==> config.mk <==
export PLATFORM = sky130hd
export DESIGN_NAME = multi_channel_byte_ring_buffer
export DESIGN_NICKNAME = d
export VERILOG_FILES = /design/src/rtl/core/mcbrb_pkg.sv /design/src/rtl/core/multi_channel_byte_ring_buffer.sv
export SDC_FILE = /design/constraint.sdc
export NUM_CORES = 2
export LEC_CHECK = 0
export BUFFER_PORTS_ARGS = -buffer_cell sky130_fd_sc_hd__buf_2
export CORE_ASPECT_RATIO = 0.6
export CORE_MARGIN = 3
export CORE_UTILIZATION = 40
export DETAILED_ROUTE_END_ITERATION = 10
export PLACE_DENSITY = 0.65
export SKIP_CTS_REPAIR_TIMING = 1
export SLEW_MARGIN = 10
export SYNTH_ARGS = -nofsm -noshare
export SYNTH_HDL_FRONTEND = slang
export SYNTH_SLANG_ARGS = --single-unit
==> constraint.sdc <==
create_clock -name i_clk -period 6.8 [get_ports i_clk]
set_input_delay 0 -clock i_clk [delete_from_list [all_inputs] [get_ports i_clk]]
set_output_delay 0 -clock i_clk [all_outputs]
set_load 0.1 [all_outputs]
==> src/rtl/core/mcbrb_pkg.sv <==
// Shared types and constants for the multi-channel byte ring buffer.
`timescale 1ns / 1ps

package mcbrb_pkg;

    localparam int KIND_W  = 2;
    localparam int CHAN_W  = 3;
    localparam int DATA_W  = 8;
    localparam int COUNT_W = 6;
    localparam int FILL_W  = 6;

    typedef logic [KIND_W-1:0]  t_kind;
    typedef logic [DATA_W-1:0]  t_byte;
    typedef logic [FILL_W-1:0]  t_fill;

    localparam t_kind KIND_WRITE  = 2'd0;
    localparam t_kind KIND_READ   = 2'd1;
    localparam t_kind KIND_PEEK   = 2'd2;
    localparam t_kind KIND_STATUS = 2'd3;

endpackage

==> src/rtl/core/multi_channel_byte_ring_buffer.sv <==
// Multi-channel byte ring buffer: per-channel FIFOs in one shared byte store.
//
// Each word on the input channel writes, pops, peeks or queries one channel FIFO
// of DEPTH slots (at most DEPTH-1 bytes held). A word is taken only when the block
// is idle. The result of a write, a status query, a pop of an empty channel, a
// peek finding no bytes or any word to a channel at or above CHANNELS is set in
// the evaluation state; a pop that finds data also passes a load state, as the
// byte store is read through its single registered read port. A peek finding n
// bytes gives n results, each loaded after the previous one is taken, again paced
// by that read port. The next word is taken in the cycle after the final result
// is taken. Pointers clear at reset; no clearing pass.
`timescale 1ns / 1ps

module multi_channel_byte_ring_buffer
    import mcbrb_pkg::*;
#(
    parameter int DEPTH    = 64,
    parameter int CHANNELS = 7
) (
    input  logic               i_clk,
    input  logic               i_rst_n,
    input  logic               i_in_valid,
    output logic               o_in_stall,
    input  logic [KIND_W-1:0]  i_kind,
    input  logic [CHAN_W-1:0]  i_channel,
    input  logic [DATA_W-1:0]  i_wdata,
    input  logic [COUNT_W-1:0] i_peek_count,
    output logic               o_out_valid,
    input  logic               i_out_stall,
    output logic [DATA_W-1:0]  o_rdata,
    output logic [FILL_W-1:0]  o_fill,
    output logic               o_is_empty,
    output logic               o_ok,
    output logic               o_last
);

    localparam int PW = $clog2(DEPTH);
    localparam int CW = (CHANNELS > 1) ? $clog2(CHANNELS) : 1;

    localparam logic [1:0] S_IDLE = 2'd0;
    localparam logic [1:0] S_EVAL = 2'd1;
    localparam logic [1:0] S_LOAD = 2'd2;
    localparam logic [1:0] S_OUT  = 2'd3;

    logic [1:0]         r_state;
    logic [1:0]         n_state;

    t_kind              r_kind;
    logic [CHAN_W-1:0]  r_chan;
    t_byte              r_wdata;
    logic [COUNT_W-1:0] r_count;

    logic [PW-1:0]      r_head [CHANNELS];
    logic [PW-1:0]      r_tail [CHANNELS];
    t_byte              r_mem  [CHANNELS][DEPTH];

    logic [PW-1:0]      r_rd_ptr;
    logic [COUNT_W-1:0] r_left;
    t_fill              r_peek_n;
    t_fill              r_peek_fill;

    logic               r_out_valid;
    t_byte              r_rdata;
    t_fill              r_fill;
    logic               r_is_empty;
    logic               r_ok;
    logic               r_last;

    logic [CW-1:0]      ch_idx;
    logic               chan_ok;
    logic [PW-1:0]      head;
    logic [PW-1:0]      tail;
    logic [PW-1:0]      head_nx;
    logic [PW-1:0]      tail_nx;
    logic [PW:0]        diff;
    logic [PW-1:0]      cur_fill;
    t_fill              fill6;
    logic               full;
    logic               empty;
    t_fill              peek_n;
    logic               in_accept;
    logic               do_write;

    function automatic logic [PW-1:0] step_ptr(input logic [PW-1:0] p);
        step_ptr = (p == PW'(DEPTH - 1)) ? '0 : p + PW'(1);
    endfunction

    // shared pointer arithmetic for the addressed channel
    assign ch_idx   = CW'(r_chan);
    assign chan_ok  = ({2'b00, r_chan} < 5'(CHANNELS));
    assign head     = r_head[ch_idx];
    assign tail     = r_tail[ch_idx];
    assign head_nx  = step_ptr(head);
    assign tail_nx  = step_ptr(tail);
    assign diff     = {1'b0, tail} - {1'b0, head};
    assign cur_fill = diff[PW] ? PW'(diff + (PW+1)'(DEPTH)) : diff[PW-1:0];
    assign fill6    = FILL_W'(cur_fill);
    assign full     = (tail_nx == head);
    assign empty    = (head == tail);
    assign peek_n   = (r_count >= fill6) ? fill6 : r_count;

    assign in_accept = i_in_valid && !o_in_stall;
    assign do_write  = (r_state == S_EVAL) && chan_ok && (r_kind == KIND_WRITE) && !full;

    always_comb begin
        n_state = r_state;
        case (r_state)
            S_IDLE: begin
                if (in_accept) begin
                    n_state = S_EVAL;
                end
            end
            S_EVAL: begin
                if (chan_ok && (((r_kind == KIND_READ) && !empty) ||
                                ((r_kind == KIND_PEEK) && (peek_n != '0)))) begin
                    n_state = S_LOAD;
                end else begin
                    n_state = S_OUT;
                end
            end
            S_LOAD: begin
                n_state = S_OUT;
            end
            S_OUT: begin
                if (!i_out_stall) begin
                    n_state = r_last ? S_IDLE : S_LOAD;
                end
            end
            default: begin
                n_state = S_IDLE;
            end
        endcase
    end

    always_ff @(posedge i_clk) begin
        if (!i_rst_n) begin
            r_state     <= S_IDLE;
            r_out_valid <= 1'b0;
            for (int i = 0; i < CHANNELS; i++) begin
                r_head[i] <= '0;
                r_tail[i] <= '0;
            end
        end else begin
            r_state <= n_state;
            case (r_state)
                S_IDLE: begin
                    if (in_accept) begin
                        r_kind  <= i_kind;
                        r_chan  <= i_channel;
                        r_wdata <= i_wdata;
                        r_count <= i_peek_count;
                    end
                end
                S_EVAL: begin
                    r_last <= 1'b1;
                    if (!chan_ok) begin
                        r_fill      <= '0;
                        r_is_empty  <= 1'b1;
                        r_ok        <= 1'b0;
                        r_out_valid <= 1'b1;
                    end else begin
                        case (r_kind)
                            KIND_WRITE: begin
                                if (!full) begin
                                    r_tail[ch_idx] <= tail_nx;
                                end
                                r_fill      <= full ? fill6 : fill6 + FILL_W'(1);
                                r_is_empty  <= full && empty;
                                r_ok        <= !full;
                                r_out_valid <= 1'b1;
                            end
                            KIND_READ: begin
                                if (!empty) begin
                                    r_head[ch_idx] <= head_nx;
                                end
                                r_rd_ptr    <= head;
                                r_left      <= COUNT_W'(1);
                                r_fill      <= empty ? '0 : fill6 - FILL_W'(1);
                                r_is_empty  <= empty || (fill6 == FILL_W'(1));
                                r_ok        <= !empty;
                                r_out_valid <= empty;
                            end
                            KIND_PEEK: begin
                                r_rd_ptr    <= head;
                                r_left      <= peek_n;
                                r_peek_n    <= peek_n;
                                r_peek_fill <= fill6;
                                r_fill      <= '0;
                                r_is_empty  <= empty;
                                r_ok        <= (peek_n != '0);
                                r_out_valid <= (peek_n == '0);
                            end
                            KIND_STATUS: begin
                                r_fill      <= fill6;
                                r_is_empty  <= empty;
                                r_ok        <= 1'b0;
                                r_out_valid <= 1'b1;
                            end
                            default: begin
                                r_out_valid <= 1'b1;
                            end
                        endcase
                    end
                end
                S_LOAD: begin
                    r_out_valid <= 1'b1;
                    r_rd_ptr    <= step_ptr(r_rd_ptr);
                    r_left      <= r_left - COUNT_W'(1);
                    if (r_kind == KIND_PEEK) begin
                        r_last <= (r_left == COUNT_W'(1));
                        r_fill <= (r_left == COUNT_W'(1)) ? r_peek_n : r_peek_fill;
                    end
                end
                S_OUT: begin
                    if (!i_out_stall) begin
                        r_out_valid <= 1'b0;
                    end
                end
                default: begin
                    r_out_valid <= 1'b0;
                end
            endcase
        end
    end

    // byte store: one write port, one registered read port
    always_ff @(posedge i_clk) begin
        if (do_write) begin
            r_mem[ch_idx][tail] <= r_wdata;
        end
        if (r_state == S_LOAD) begin
            r_rdata <= r_mem[ch_idx][r_rd_ptr];
        end else if (r_state == S_EVAL) begin
            r_rdata <= '0;
        end
    end

    assign o_in_stall  = (r_state != S_IDLE);
    assign o_out_valid = r_out_valid;
    assign o_rdata     = r_rdata;
    assign o_fill      = r_fill;
    assign o_is_empty  = r_is_empty;
    assign o_ok        = r_ok;
    assign o_last      = r_last;

endmodule

==> results.cfg <==
[global_routing]
grt_use_total_pct = 19.66
grt_pass1_wl_um = 548000
grt_pass1_vias = 72210
antenna_found_initial = 25
grt-ovfl-total = 0
grt_start_max_net_pins = 223

[timing]
worst_slack_ns = 0.6069
relSlewSlack_pct = 13.08
rsz0062_at_grt = false
fin_setup_tns_ns = 0
min_period_over_period_pct = 91.08
worstMarginPinSlew_ns = 1.304
holdWs_ns = 0.06463
hold_violations = 0
finalSetupViolations = 0
final.setup_skew_ns = 0.06225
final_max_slew_viol_count = 0
period_minus_slack_ns = 6.193
fmax_ghz = 0.1615

[critical_path]
worstSetupStartpointType = flip-flop
r2r_slack_ns = 0.61
worstRegToRegCells = 11
worstPathMaxFanout = 51
critPathRequiredTime_ns = 7.29
crit_path_end = r_mem[1][154]
r2r_end = r_mem[1][154]
crit_type = reg -> reg
end_kind = flip-flop
worstPathArrival_ns = 6.68

[worst_hold_path]
worst_hold_path_type = in -> reg

[clocking]
htree_levels = 5
clkTransAtPathRegs_ns = 0.07
cts_buffers = 317
cts_sinks = 3746
cts_root_buf = clkbuf_16
worstSkewPairLatency_ns = 0.91
cts_tree = done
clock_path_buffers = 4

[routing]
wire_per_inst_um = 29.56
drc = 0
vias = 76040
via_per_inst = 5.880
drt_wl_total_um = 382200
firstDrtPassIters = 8
drtIter0Drc = 11490
ant_nets = 0

[finish]
finish.net_count = 7765
stdcell_count = 12930
final_layout_size_suffix_gt1_share_pct = 19.05
area_growth_pct = 11.02

[power_and_ir_drop]
pwr-share-clk_pct = 34.3
total_power_mw = 54.83
p_int_mw = 39.96
switchingPower_mw = 14.87
power_frac_seq_pct = 47.6
p_sw_share_pct = 27.12
pwr_density_cell_nw_per_um2 = 331.3
power.share.combinational_pct = 18.1
irDropWorstVdd_v = 0.0002650
leakage_nw = 51.93

[yosys]
ys_ff_latch = 3746
ys_warn_count = 0
syn_avg_cell_area_um2 = 19.51
syn_inst = 7640
synthArstFlopShare_pct = 0
synth_edf_count = 3728
ys.flop_type = edfxtp_1
synth_area_um2 = 149100
ys_types = 83
synth-seq-area-share_pct = 75.33

[floorplan]
dieArea_um2 = 380300
ios = 42
die_w_um = 794.2
start_util_pct = 40.47
rows = 172
die_h_um = 478.9
fp.coreArea_um2 = 368400

[run_status]
status = complete, no violations

[place]
place_inst = 12310
dpl.hpwl_um = 228700
gp_congestion = 0.8842
port_buffers = 41
pre_cts_ws_ns = 0.7720

[run]
drv_cap = 0
## state kept, by name, indices dropped and copies added (netlist names), 8 cells and up, named ones only
signal / flops
r_tail: 48
r_head: 48
o_rdata: 8
r_wdata: 8
r_mem: 3584
## worst max-delay path, stage by stage, from the launching register on
cell,delay [ns]
dfxtp_4,1.00
buf_4,0.71
mux4_2,0.45
mux2i_1,0.45
xor2_1,0.27
a2111oi_0,0.14
a21oi_1,0.33
nor4b_4,0.12
a21oi_2,0.64
nand4_1,0.45
buf_4,0.41
nor2_1,0.68
## stage by stage
| step | utilization (%) | instance area, µm² |
|---|---|---|
| after floorplan | - | 149100 |
| after global placement | 41.96 | 154600 |
| after detailed placement | 41.96 | 154600 |
| after CTS | 44.80 | 165100 |
| after global routing | 44.92 | 165500 |
| final | 44.93 | 165500 |
## power by group through the flow
stage / Clock (mW) / Sequential, mW / Combinational, mW
final: 18.8 / 26.1 / 9.90
after floorplan: 0 / 27.3 / 5.64
after CTS: 19.1 / 26.1 / 9.78
after global routing: 20.0 / 26.1 / 10.3
after detailed placement: 0 / 26.6 / 9.76
after global placement: 0 / 26.6 / 9.70
## final cells by class
cell class / count / area, µm²
sequential: 3746 / 112300
antenna: 17 / 42.54
multi-input combinational: 3408 / 34420
inverter: 48 / 180.2
clock buffer: 376 / 8282
fill: 30550 / 202900
tap: 4959 / 6205
timing repair buffer: 193 / 1889
clock inverter: 185 / 2192
## per-layer routing
layer | routed length [µm] | share of wire, % | global-route usage [%]
met4 | 6661 | 1.7 | 3.617
met1 | 168800 | 44 | 31.76
met2 | 157100 | 41 | 26.36
met5 | 44 | 0.012 | 0
met3 | 49720 | 13 | 5.686
## synth_stat cells, types with 29 or more instances
library cell | n | share of area [%]
mux4_2 | 869 | 13
edfxtp_1 | 3728 | 75
buf_2 | 214 | 0.72
buf_6 | 29 | 0.22
mux2i_1 | 535 | 3.6
clkbuf_1 | 149 | 0.38
inv_1 | 44 | 0.11
nor2_1 | 543 | 1.4
buf_1 | 31 | 0.078
nand2_1 | 631 | 1.6
o21ai_0 | 516 | 1.7
## cells in the final DEF (no fill, tap or decap), types with 27 or more instances in the layout
| master | Yosys | layout |
|---|---|---|
| buf_4 | 24 | 75 |
| buf_2 | 214 | 41 |
| buf_12 | 0 | 35 |
| nand2_1 | 631 | 631 |
| dlygate4sd3_1 | 0 | 42 |
| o21ai_1 | 26 | 27 |
| clkbuf_16 | 0 | 323 |
| nor2_1 | 543 | 540 |
| mux4_2 | 869 | 869 |
| edfxtp_1 | 3728 | 3728 |
| mux2i_1 | 535 | 535 |
| bufinv_16 | 0 | 44 |
| clkinv_2 | 0 | 40 |
| clkbuf_1 | 149 | 53 |
| inv_1 | 44 | 44 |
| ha_1 | 27 | 27 |
| o21ai_0 | 516 | 515 |
| clkinv_1 | 2 | 53 |
## worst min-delay path by stage
stage / end / cells past startpoint / start / slack, ns
after global placement: r_count[3] / 1 / i_peek_count[3] / 0.18
after detailed placement: r_count[0] / 1 / i_peek_count[0] / 0.18
after global routing: o_out_valid / 4 / i_out_stall / 0.08
after floorplan: ch_idx[0] / 0 / i_channel[0] / 0.1
final: o_out_valid / 4 / i_out_stall / 0.06
after CTS: r_count[2] / 1 / i_peek_count[2] / -0.77
## logic make-up (layout without fill, tap and decap cells)
| kind of cell | count (synthesis) | count (layout) | synth area share, % |
|---|---|---|---|
| flip-flops | 3746 | 3746 | 75.33 |
| multiplexers | 1419 | 1419 | 16.87 |
| AND/OR/NAND/NOR | 1277 | 1277 | 3.401 |
| AO/OA/AOI/OAI | 647 | 647 | 2.348 |
| buffers and inverters | 497 | 802 | 1.652 |
| adder cells (fa/ha/maj) | 30 | 30 | 0.2543 |
| XOR/XNOR | 23 | 23 | 0.1443 |
| other | 1 | 29 | 0.002515 |
(Power assumes the default switching activity.)
